--- config.mk ---
export PLATFORM = sky130hd
export DESIGN_NAME = dmm_ram
export DESIGN_NICKNAME = d
export VERILOG_FILES = /design/src/sv/dmm_pkg.sv /design/src/sv/dmm_ram.sv
export SDC_FILE = /design/constraint.sdc
export NUM_CORES = 1
export LEC_CHECK = 0
export BUFFER_PORTS_ARGS = -buffer_cell sky130_fd_sc_hd__buf_4
export CAP_MARGIN = 40
export CORE_MARGIN = 3
export CORE_UTILIZATION = 60
export DETAILED_ROUTE_END_ITERATION = 7
export GPL_ROUTABILITY_DRIVEN = 0
export PLACE_DENSITY = 0.89
export SKIP_CTS_REPAIR_TIMING = 1
export SLEW_MARGIN = 10
export SYNTH_ARGS = -nofsm -noshare
export SYNTH_HDL_FRONTEND = slang
export SYNTH_SLANG_ARGS = --single-unit
--- constraint.sdc ---
create_clock -name clk -period 6.15 [get_ports clk]
set_input_delay 0.615 -clock clk [delete_from_list [all_inputs] [get_ports clk]]
set_output_delay 0.615 -clock clk [all_outputs]
set_load 0.01 [all_outputs]
--- src/sv/dmm_pkg.sv ---
`default_nettype none

package dmm_pkg;

    localparam int DIM_DEF = 16;
    localparam int DATA_W  = 32;
    localparam int IDX_W   = 4;

    typedef enum logic [1:0] {
        OP_WR_A   = 2'd0,
        OP_WR_B   = 2'd1,
        OP_ROW    = 2'd2,
        OP_UNUSED = 2'd3
    } dmm_op_t;

    // one element of the A row on its way down the cell chain
    typedef struct packed {
        logic              vld;
        logic              first;
        logic              last;
        logic [DATA_W-1:0] a;
    } dmm_link_t;

    // B element write, broadcast to all cells; the cell owning col takes it
    typedef struct packed {
        logic              we;
        logic [IDX_W-1:0]  row;
        logic [IDX_W-1:0]  col;
        logic [DATA_W-1:0] data;
    } dmm_bwr_t;

endpackage

`default_nettype wire

--- src/sv/dmm_ram.sv ---
`default_nettype none

module dmm_ram
    import dmm_pkg::*;
#(
    parameter int WIDTH = DATA_W,
    parameter int DEPTH = DIM_DEF
)
(
    input  wire logic                     clk,
    input  wire logic                     we,
    input  wire logic [$clog2(DEPTH)-1:0] waddr,
    input  wire logic [WIDTH-1:0]         wdata,
    input  wire logic [$clog2(DEPTH)-1:0] raddr,
    output logic      [WIDTH-1:0]         rdata
);

    logic [WIDTH-1:0] mem [DEPTH];
    logic [WIDTH-1:0] rdata_reg;

    always_ff @(posedge clk)
    begin
        if (we)
        begin
            mem[waddr] <= wdata;
        end
        rdata_reg <= mem[raddr];
    end

    assign rdata = rdata_reg;

endmodule

`default_nettype wire

==> flow_metrics.py <==
metrics = {
    "run_status": {
        "status": "finished, final reports clean",
    },
    "min_path": {
        "worstHoldPathType": "in -> reg",
        "holdPathStages": 1,
    },
    "clock_tree": {
        "htree_levels": 2,
        "cts_sinks": 544,
        "cts-root-buf": "clkbuf_16",
        "cts_buffers": 50,
        "cts.clk_slew.worst_paths_ns": 0.06,
        "clk_path_buf_depth": 3,
        "worstSkewPairLatency_ns": 0.56,
        "cts_tree": "built",
    },
    "worst_setup_path": {
        "r2r_cells": 3,
        "cp_top_family": "buffers and inverters",
        "critPathMaxFanout": 65,
        "arrival_ns": 2.77,
        "cp_num_cells": 5,
        "cp-start-kind": "input pin",
        "worstSetupEndpointType": "register",
        "crit_required_ns": 6.59,
        "path_class": "in -> reg",
        "path_cells": "clkbuf_8 > buf_12 > mux4_2 > a22oi_1 > nand2_1",
        "slowest_stage": "mux4_2",
        "critPathBufInv": 2,
        "critical-path-max-stage-delay_ns": 0.61,
    },
    "synth": {
        "syn_area_per_cell_um2": 23.69,
        "synth_area_mm2": 0.01985,
        "synth_cells": 838,
        "synth_nets": 880,
        "synth_cell_types": 18,
        "yosysWarningCount": 0,
        "ys_seq_area_frac": 0.8067,
        "ys_ff_latch": 544,
    },
    "sta": {
        "skew_ns": 0.007784,
        "setup_viol_count_final": 0,
        "hold_viol": 0,
        "slew_headroom": 0.4597,
        "worstMarginPinSlew_ns": 0.8104,
        "rsz0062_at_grt": "false",
        "fmax_mhz": 428.9,
        "setup_tns_ns": 0,
        "slew_violations": 0,
        "fin_crit_ns": 2.332,
        "finalCritPeriodShare": 0.3791,
    },
    "final_layout": {
        "fin_nets": 987,
        "regArea_mm2": 0.01602,
        "mostFrequentLayoutCell": "edfxtp_1",
        "multiInputGateArea_mm2": 0.003750,
        "fillers": 1742,
        "syn_to_final_growth_pct": 15.11,
        "drive_gt1_frac": 0.3283,
        "layout_common_cells": "512 x edfxtp_1, 128 x mux4_2, 93 x buf_4",
        "antenna_cells": 0,
        "largest_reg_flops": 512,
        "final_cell_count_no_fill": 1422,
    },
    "power_and_ir_drop": {
        "p_sw_w": 0.001550,
        "p_per_area_mw_per_mm2": 342.1,
        "p_sw_frac": 0.1983,
        "p_int_w": 0.006267,
        "pwr-share-seq": 0.535,
        "leakagePower_nw": 7.389,
        "ir_drop_v": 0.0002390,
        "combPwrFrac": 0.050,
        "clkPwrFrac": 0.416,
    },
    "placement": {
        "port_buffers": 73,
        "dp_hpwl_mm": 22.67,
        "dp_cells": 1328,
    },
    "drt": {
        "drtIter0Drc": 1124,
        "drt-vias-per-instance": 6.637,
        "wl_mm": 44.62,
        "first_pass_iters": 5,
        "wl_per_cell_um": 31.38,
        "drc": 0,
        "drtAntennaViolNets": 0,
        "num_vias": 9438,
    },
    "floorplanning": {
        "core_area_mm2": 0.03204,
        "ios": 74,
        "fp.dieW_um": 187.9,
        "rows": 65,
        "die_area_mm2": 0.03531,
        "start_util": 0.6196,
        "die_y_um": 187.9,
    },
    "grt": {
        "grt_antenna_before_repair": 0,
        "grt_pass1_vias": 9984,
        "grt_overflow": 0,
        "grt_pass1_wl_mm": 66.12,
        "grt_max_degree": 66,
        "grt_usage": 0.2578,
    },
    "flow_run": {
        "cap_violations": 0,
    },
}
[cells in the mapped netlist (all sizes together)]
library cell | instances | share of area
a22oi | 64 | 0.024
and2 | 1 | 0.00032
buf | 26 | 0.0080
clkbuf | 17 | 0.0032
dfxtp | 32 | 0.032
edfxtp | 512 | 0.77
mux4 | 128 | 0.15
nand2 | 33 | 0.0062
nand2b | 2 | 0.00063
nand3 | 1 | 0.00025
nand3b | 2 | 0.00076
nor2 | 13 | 0.0025
nor2b | 2 | 0.00063
nor3 | 4 | 0.0010
or3b | 1 | 0.00044
[path summary, 6_finish.rpt]
kind | startpoint | endpoint | slack (ns)
worst max-delay path | raddr[0] | rdata[22] | 3.82
worst min-delay path | wdata[10] | mem[12][10] | 0.35
worst max register to register | mem[7][3] | rdata[3] | 4.67
worst min register to register | mem[15][9] | rdata[9] | 0.67
[logic make-up (layout without fill, tap and decap cells)]
kind of cell / count (synthesis) / after routing / share of synthesized area
DFF: 544 / 544 / 0.8067
muxes: 128 / 128 / 0.1452
and+or+nand+nor: 59 / 59 / 0.01273
buffers and inverters: 43 / 192 / 0.01122
AOI/OAI and AO/OA: 64 / 64 / 0.02420
[area by class of cell]
cell class | instances | area share
multi-input cells | 251 | 0.1641
flip-flops and latches | 544 | 0.7008
repair buffers | 98 | 0.03465
well taps | 435 | 0.02381
clock inverters | 22 | 0.01248
clock buffers | 72 | 0.06422
[power groups by stage]
stage	sequential [W]	combinational (W)	clock [W]
floorplan	0.00425	0.000199	0
global placement	0.00425	0.000363	0
detailed placement	0.00426	0.000385	0
CTS	0.00418	0.000392	0.00328
global route	0.00418	0.000415	0.00342
finish	0.00418	0.000389	0.00325
[layer usage]
metal | global-route usage | wire length (um) | up-vias
met5 | 0 | 0 | -
met4 | 0.1027 | 1852 | 0
met3 | 0.04375 | 4193 | 127
met2 | 0.4197 | 22480 | 632
met1 | 0.3577 | 16100 | 4903
li1 | - | - | 3776
[through the flow]
stage | cell area, um2 | hold WS, ns | setup slack [ns] | power (W) | utilization
after floorplan | 19850 | 0.6349 | 2.355 | 0.004453 | -
after global placement | 21030 | 0.6457 | 3.186 | 0.004610 | 0.6564
after detailed placement | 21100 | 0.6560 | 3.204 | 0.004641 | 0.6585
after global routing | 22850 | 0.3544 | 3.599 | 0.008014 | 0.7132
final | 22850 | 0.3515 | 3.818 | 0.007817 | 0.7132
after CTS | 22850 | 0.3305 | 3.749 | 0.007851 | 0.7132
Power figures use the tool's default switching activity.
