## src/sv/dmm_pkg.sv

```systemverilog
`default_nettype none

package dmm_pkg;

    localparam int DIM_DEF = 16;
    localparam int DATA_W  = 32;
    localparam int IDX_W   = 4;

    typedef enum logic [1:0] {
        OP_WR_A   = 2'd0,
        OP_WR_B   = 2'd1,
        OP_ROW    = 2'd2,
        OP_UNUSED = 2'd3
    } dmm_op_t;

    // one element of the A row on its way down the cell chain
    typedef struct packed {
        logic              vld;
        logic              first;
        logic              last;
        logic [DATA_W-1:0] a;
    } dmm_link_t;

    // B element write, broadcast to all cells; the cell owning col takes it
    typedef struct packed {
        logic              we;
        logic [IDX_W-1:0]  row;
        logic [IDX_W-1:0]  col;
        logic [DATA_W-1:0] data;
    } dmm_bwr_t;

endpackage

`default_nettype wire

```

## src/sv/dmm_ram.sv

```systemverilog
`default_nettype none

module dmm_ram
    import dmm_pkg::*;
#(
    parameter int WIDTH = DATA_W,
    parameter int DEPTH = DIM_DEF
)
(
    input  wire logic                     clk,
    input  wire logic                     we,
    input  wire logic [$clog2(DEPTH)-1:0] waddr,
    input  wire logic [WIDTH-1:0]         wdata,
    input  wire logic [$clog2(DEPTH)-1:0] raddr,
    output logic      [WIDTH-1:0]         rdata
);

    logic [WIDTH-1:0] mem [DEPTH];
    logic [WIDTH-1:0] rdata_reg;

    always_ff @(posedge clk)
    begin
        if (we)
        begin
            mem[waddr] <= wdata;
        end
        rdata_reg <= mem[raddr];
    end

    assign rdata = rdata_reg;

endmodule

`default_nettype wire

```

## src/sv/dmm_cell.sv

```systemverilog
`default_nettype none

module dmm_cell
    import dmm_pkg::*;
#(
    parameter int DIM = DIM_DEF,
    parameter int IDX = 0
)
(
    input  wire logic              clk,
    input  wire logic              rst_n,
    input  wire dmm_link_t         link_i,
    input  wire dmm_bwr_t          bwr,
    input  wire logic              shift,
    input  wire logic [DATA_W-1:0] res_in,
    output dmm_link_t              link_o,
    output logic      [DATA_W-1:0] res,
    output logic                   done
);

    localparam int AW = $clog2(DIM);

    logic [AW-1:0]     rd_addr;
    logic [AW-1:0]     cnt_reg;
    logic [AW-1:0]     cnt_next;
    logic              b_we;
    logic [DATA_W-1:0] b_rdata;

    dmm_link_t         link_reg;
    logic [DATA_W-1:0] prod_reg;
    logic [DATA_W-1:0] prod_next;
    logic              pvld_reg;
    logic              pfirst_reg;
    logic              plast_reg;
    logic [DATA_W-1:0] acc_reg;
    logic [DATA_W-1:0] acc_next;
    logic [DATA_W-1:0] res_reg;
    logic [DATA_W-1:0] res_next;
    logic              done_reg;
    logic              done_next;

    // this cell holds column IDX of B, addressed by its own local index k
    assign b_we = bwr.we && (32'(bwr.col) == IDX);

    dmm_ram #(
        .WIDTH (DATA_W),
        .DEPTH (DIM)
    ) u_bcol (
        .clk   (clk),
        .we    (b_we),
        .waddr (AW'(bwr.row)),
        .wdata (bwr.data),
        .raddr (rd_addr),
        .rdata (b_rdata)
    );

    // k follows the order of the elements flowing past
    assign rd_addr  = link_i.first ? '0 : cnt_reg;
    assign cnt_next = link_i.vld ? rd_addr + AW'(1) : cnt_reg;

    // low 32 bits of the product are all the wrapping sum needs
    assign prod_next = DATA_W'(link_reg.a * b_rdata);
    assign acc_next  = pfirst_reg ? prod_reg : acc_reg + prod_reg;
    assign done_next = pvld_reg && plast_reg;

    always_comb
    begin
        res_next = res_reg;
        if (done_next)
        begin
            res_next = acc_next;
        end
        else if (shift)
        begin
            res_next = res_in;
        end
    end

    always_ff @(posedge clk or negedge rst_n)
    begin
        if (!rst_n)
        begin
            link_reg <= '0;
            pvld_reg <= 1'b0;
            done_reg <= 1'b0;
        end
        else
        begin
            link_reg <= link_i;
            pvld_reg <= link_reg.vld;
            done_reg <= done_next;
        end
    end

    always_ff @(posedge clk)
    begin
        cnt_reg    <= cnt_next;
        prod_reg   <= prod_next;
        pfirst_reg <= link_reg.first;
        plast_reg  <= link_reg.last;
        if (pvld_reg)
        begin
            acc_reg <= acc_next;
        end
        res_reg <= res_next;
    end

    assign link_o = link_reg;
    assign res    = res_reg;
    assign done   = done_reg;

endmodule

`default_nettype wire
```

## config.mk

```make
export PLATFORM = sky130hd
export DESIGN_NAME = dmm_cell
export DESIGN_NICKNAME = d
export VERILOG_FILES = /design/src/sv/dmm_pkg.sv /design/src/sv/dmm_ram.sv /design/src/sv/dmm_cell.sv
export SDC_FILE = /design/constraint.sdc
export NUM_CORES = 2
export LEC_CHECK = 0
export ABC_AREA = 1
export BUFFER_PORTS_ARGS = -buffer_cell sky130_fd_sc_hd__buf_2
export CAP_MARGIN = 40
export CELL_PAD_IN_SITES_DETAIL_PLACEMENT = 1
export CELL_PAD_IN_SITES_GLOBAL_PLACEMENT = 1
export CORE_MARGIN = 3
export CORE_UTILIZATION = 45
export DETAILED_ROUTE_END_ITERATION = 16
export PLACE_DENSITY = 0.74
export SLEW_MARGIN = 20
export SYNTH_ARGS = -nofsm -noshare
export SYNTH_HDL_FRONTEND = slang
export SYNTH_SLANG_ARGS = --single-unit
```

## constraint.sdc

```tcl
create_clock -name clk -period 6.3 [get_ports clk]
set_clock_uncertainty 0.05 [all_clocks]
set_input_delay 0.315 -clock clk [delete_from_list [all_inputs] [get_ports clk]]
set_output_delay 0.315 -clock clk [all_outputs]
set_load 0.01 [all_outputs]
```

==> impl_metrics.py <==
metrics = {
    "critical_path": {
        "cp_data_arrival_time_ns": 6.96,
        "worstSetupPathType": "flop to flop",
        "path_buf_inv": 11,
        "r2r_setup_slack_ns": -0.18,
        "r2r_start": "link_o[7]$_DFF_PN0_",
        "max_stage_delay_ns": 0.52,
        "critPathTopFamily": "adder cells",
        "critPathLaunchType": "flop",
        "r2r_end": "prod_reg[31]$_DFF_P_",
        "cp.depth": 31,
        "r2r_cells": 31,
        "critical_path_required_ns": 6.79,
        "worstSetupEndpointType": "flop",
        "critPathMaxFanout": 8,
        "crit_top_cell": "fa_1",
        "crit_path_top_delay_cell": "fa_1",
    },
    "yosys": {
        "ys_seq_area_frac": 0.452,
        "async_flop_share": 0.0542,
        "ys_seq_elements": 683,
        "synth-edff-count": 580,
        "synth_ff_type": "edfxtp_1",
        "ys_types": 46,
        "syn_area_um2": 43500,
        "syn_inst": 4380,
        "synth_nets": 5055,
        "avgSynthCellArea_um2": 9.94,
        "ys_warn_count": 0,
    },
    "timing": {
        "setup_violations": 14,
        "tns_ns": -1.50,
        "timing.final.crit_share": 1.03,
        "drv_slew": 0,
        "worst_pin_slew_ns": 0.868,
        "hold_violations": 0,
        "relSlewSlack": 0.422,
        "rsz0062_at_grt": "yes",
        "fmax_ghz": 0.154,
        "setup_ws_ns": -0.178,
        "min_period_ns": 6.48,
    },
    "grt": {
        "antenna_found_initial": 2,
        "grt_usage": 0.283,
        "overflow": 0,
        "grt_pass1_vias": 37136,
        "grt_max_degree": 160,
        "grt_pass1_wl_um": 215000,
    },
    "layout": {
        "drive_gt1_frac": 0.160,
        "final_cell_mix": "nand2_1, inv_1, edfxtp_1",
        "nets": 5465,
        "largest_reg_flops": 512,
        "largest_register": "u_bcol.mem",
        "final_common_cell": "nand2_1",
        "fillerInstances": 10383,
        "area.growth.synth_to_final_pct": 19.2,
    },
    "drt": {
        "drcViolationCount": 0,
        "first_pass_iters": 5,
        "routed_wl_um": 142000,
        "wl_per_cell_um": 23.3,
        "drtAntennaViolNets": 0,
        "vias": 33199,
        "drt_iter0_markers": 2422,
        "avgViaCountPerCell": 5.43,
    },
    "cts": {
        "cts-root-buf": "clkbuf_16",
        "cts_made_buffers": 74,
        "cts_max_path_buffers": 3,
        "clk_latency_ns": 0.66,
        "h-tree-depth": 3,
        "tritoncts": "yes",
        "clk_pin_slew_worst_paths_ns": 0.06,
        "cts_sinks": 683,
    },
    "floorplanning": {
        "die_h_um": 317,
        "dieWidth_um": 317,
        "dieArea_um2": 100000,
        "start_util": 0.456,
        "rows": 113,
        "io_pins": 179,
        "coreArea_um2": 95400,
    },
    "worst_hold_path": {
        "hp-class": "input port to flop",
        "whs_path_depth": 3,
        "hp-start": "res_in[9]",
        "min_to": "res[9]$_DFFE_PP_",
    },
    "place": {
        "gp_congestion": 0.901,
        "pre_cts_ws_ns": -0.391,
        "io_buffer_count": 178,
        "hpwl_um": 96500,
    },
    "flow_run": {
        "drv_cap": 0,
    },
    "run_status": {
        "violations": "negative setup slack",
        "status": "complete, but fails checks",
    },
}
## per-stage QoR
stage | hold slack (ns) | cell area [um2] | cells | utilization
after floorplan | -0.0306 | 43600 | 4380 | -
after global placement | 0.297 | 47300 | 5836 | 0.495
after detailed placement | 0.325 | 47300 | 5838 | 0.496
after CTS | 0.00511 | 51300 | 6104 | 0.538
after global routing | 0.0589 | 51900 | 6116 | 0.543
final | 0.0437 | 51900 | 6117 | 0.544
## cell type report
type / count / area (um2) / share of cell area
multi-input combinational: 2671 / 20700 / 0.399
sequential: 683 / 19700 / 0.380
timing repair buffer: 557 / 4420 / 0.0853
inverter: 803 / 3020 / 0.0582
clock buffer: 97 / 1990 / 0.0384
tap: 1265 / 1580 / 0.0305
clock inverter: 39 / 440 / 0.00849
antenna: 2 / 5.00 / 0.0000965
## worst reg2reg max path, delay by kind of cell, from the launching register on
family,cells,cell delay (ns)
simple gates,11,1.02
fa+ha+maj,9,3.87
flops,1,0.43
buf+inv,11,1.02
## cells by family (layout without fill, tap and decap cells)
family	after synthesis	after routing	share of synthesized area
other	0	2	0
adder cells (fa/ha/maj)	564	564	0.233
XOR/XNOR	41	41	0.00825
AO/OA/AOI/OAI	623	623	0.0856
buffers and inverters	1026	1496	0.0904
flip-flops	683	683	0.452
AND/OR/NAND/NOR	1443	1443	0.131
## layer usage
| metal | share of wire | global-route usage | vias up | wire length [um] |
|---|---|---|---|---|
| met4 | 0.047 | 0.119 | 0 | 6620 |
| met1 | 0.38 | 0.335 | 17076 | 54800 |
| met3 | 0.045 | 0.0361 | 335 | 6390 |
| met2 | 0.52 | 0.517 | 923 | 74600 |
| li1 | - | - | 14865 | - |
| met5 | 0 | 0 | - | 0 |
## Yosys cell counts, drive strengths merged (3+ instances only)
| master | number | share of area |
|---|---|---|
| a21boi | 7 | 0.0012 |
| a21o | 5 | 0.00086 |
| a21oi | 73 | 0.0084 |
| a31oi | 23 | 0.0034 |
| buf | 58 | 0.0067 |
| clkbuf | 165 | 0.014 |
| dfrtp | 37 | 0.021 |
| dfxtp | 66 | 0.030 |
| edfxtp | 580 | 0.40 |
| fa | 409 | 0.19 |
| ha | 155 | 0.045 |
| inv | 803 | 0.069 |
| nand2 | 939 | 0.081 |
| nand3 | 98 | 0.011 |
| nand3b | 6 | 0.0010 |
| nand4 | 14 | 0.0020 |
| nor2 | 355 | 0.031 |
| nor3 | 14 | 0.0017 |
| nor4 | 3 | 0.00043 |
| o211ai | 68 | 0.012 |
| o21a | 7 | 0.0012 |
| o21ai | 302 | 0.035 |
| o21bai | 7 | 0.0012 |
| o221ai | 64 | 0.013 |
| o22ai | 64 | 0.0092 |
| o31ai | 3 | 0.00063 |
| or2 | 11 | 0.0016 |
| xnor2 | 15 | 0.0030 |
| xor2 | 26 | 0.0052 |
## repair_timing
| action | in CTS | in global routing |
|---|---|---|
| resized for setup | 94 | 116 |
| setup endpoints to repair | 13 | 20 |
| hold buffers | 95 | 1 |
| setup buffers | 35 | 9 |
| endpoints found under the hold margin | 615 | 1 |
| pin swaps | 63 | 87 |
## how the worst max path moves through the flow
stage,start,end,slack (ns)
2_1_floorplan,link_o[12]$_DFF_PN0_,prod_reg[30]$_DFF_P_,0.003
3_3_place_gp,link_o[15]$_DFF_PN0_,prod_reg[31]$_DFF_P_,-0.21
3_5_place_dp,link_o[15]$_DFF_PN0_,prod_reg[31]$_DFF_P_,-0.39
4_1_cts,link_o[16]$_DFF_PN0_,prod_reg[30]$_DFF_P_,-0.15
5_1_grt,link_o[12]$_DFF_PN0_,prod_reg[26]$_DFF_P_,-0.44
6_report,link_o[7]$_DFF_PN0_,prod_reg[31]$_DFF_P_,-0.18
Power is left out: the tool's default activity adds up to more than one toggle a clock period on the data nets, which glitch-free logic cannot reach.
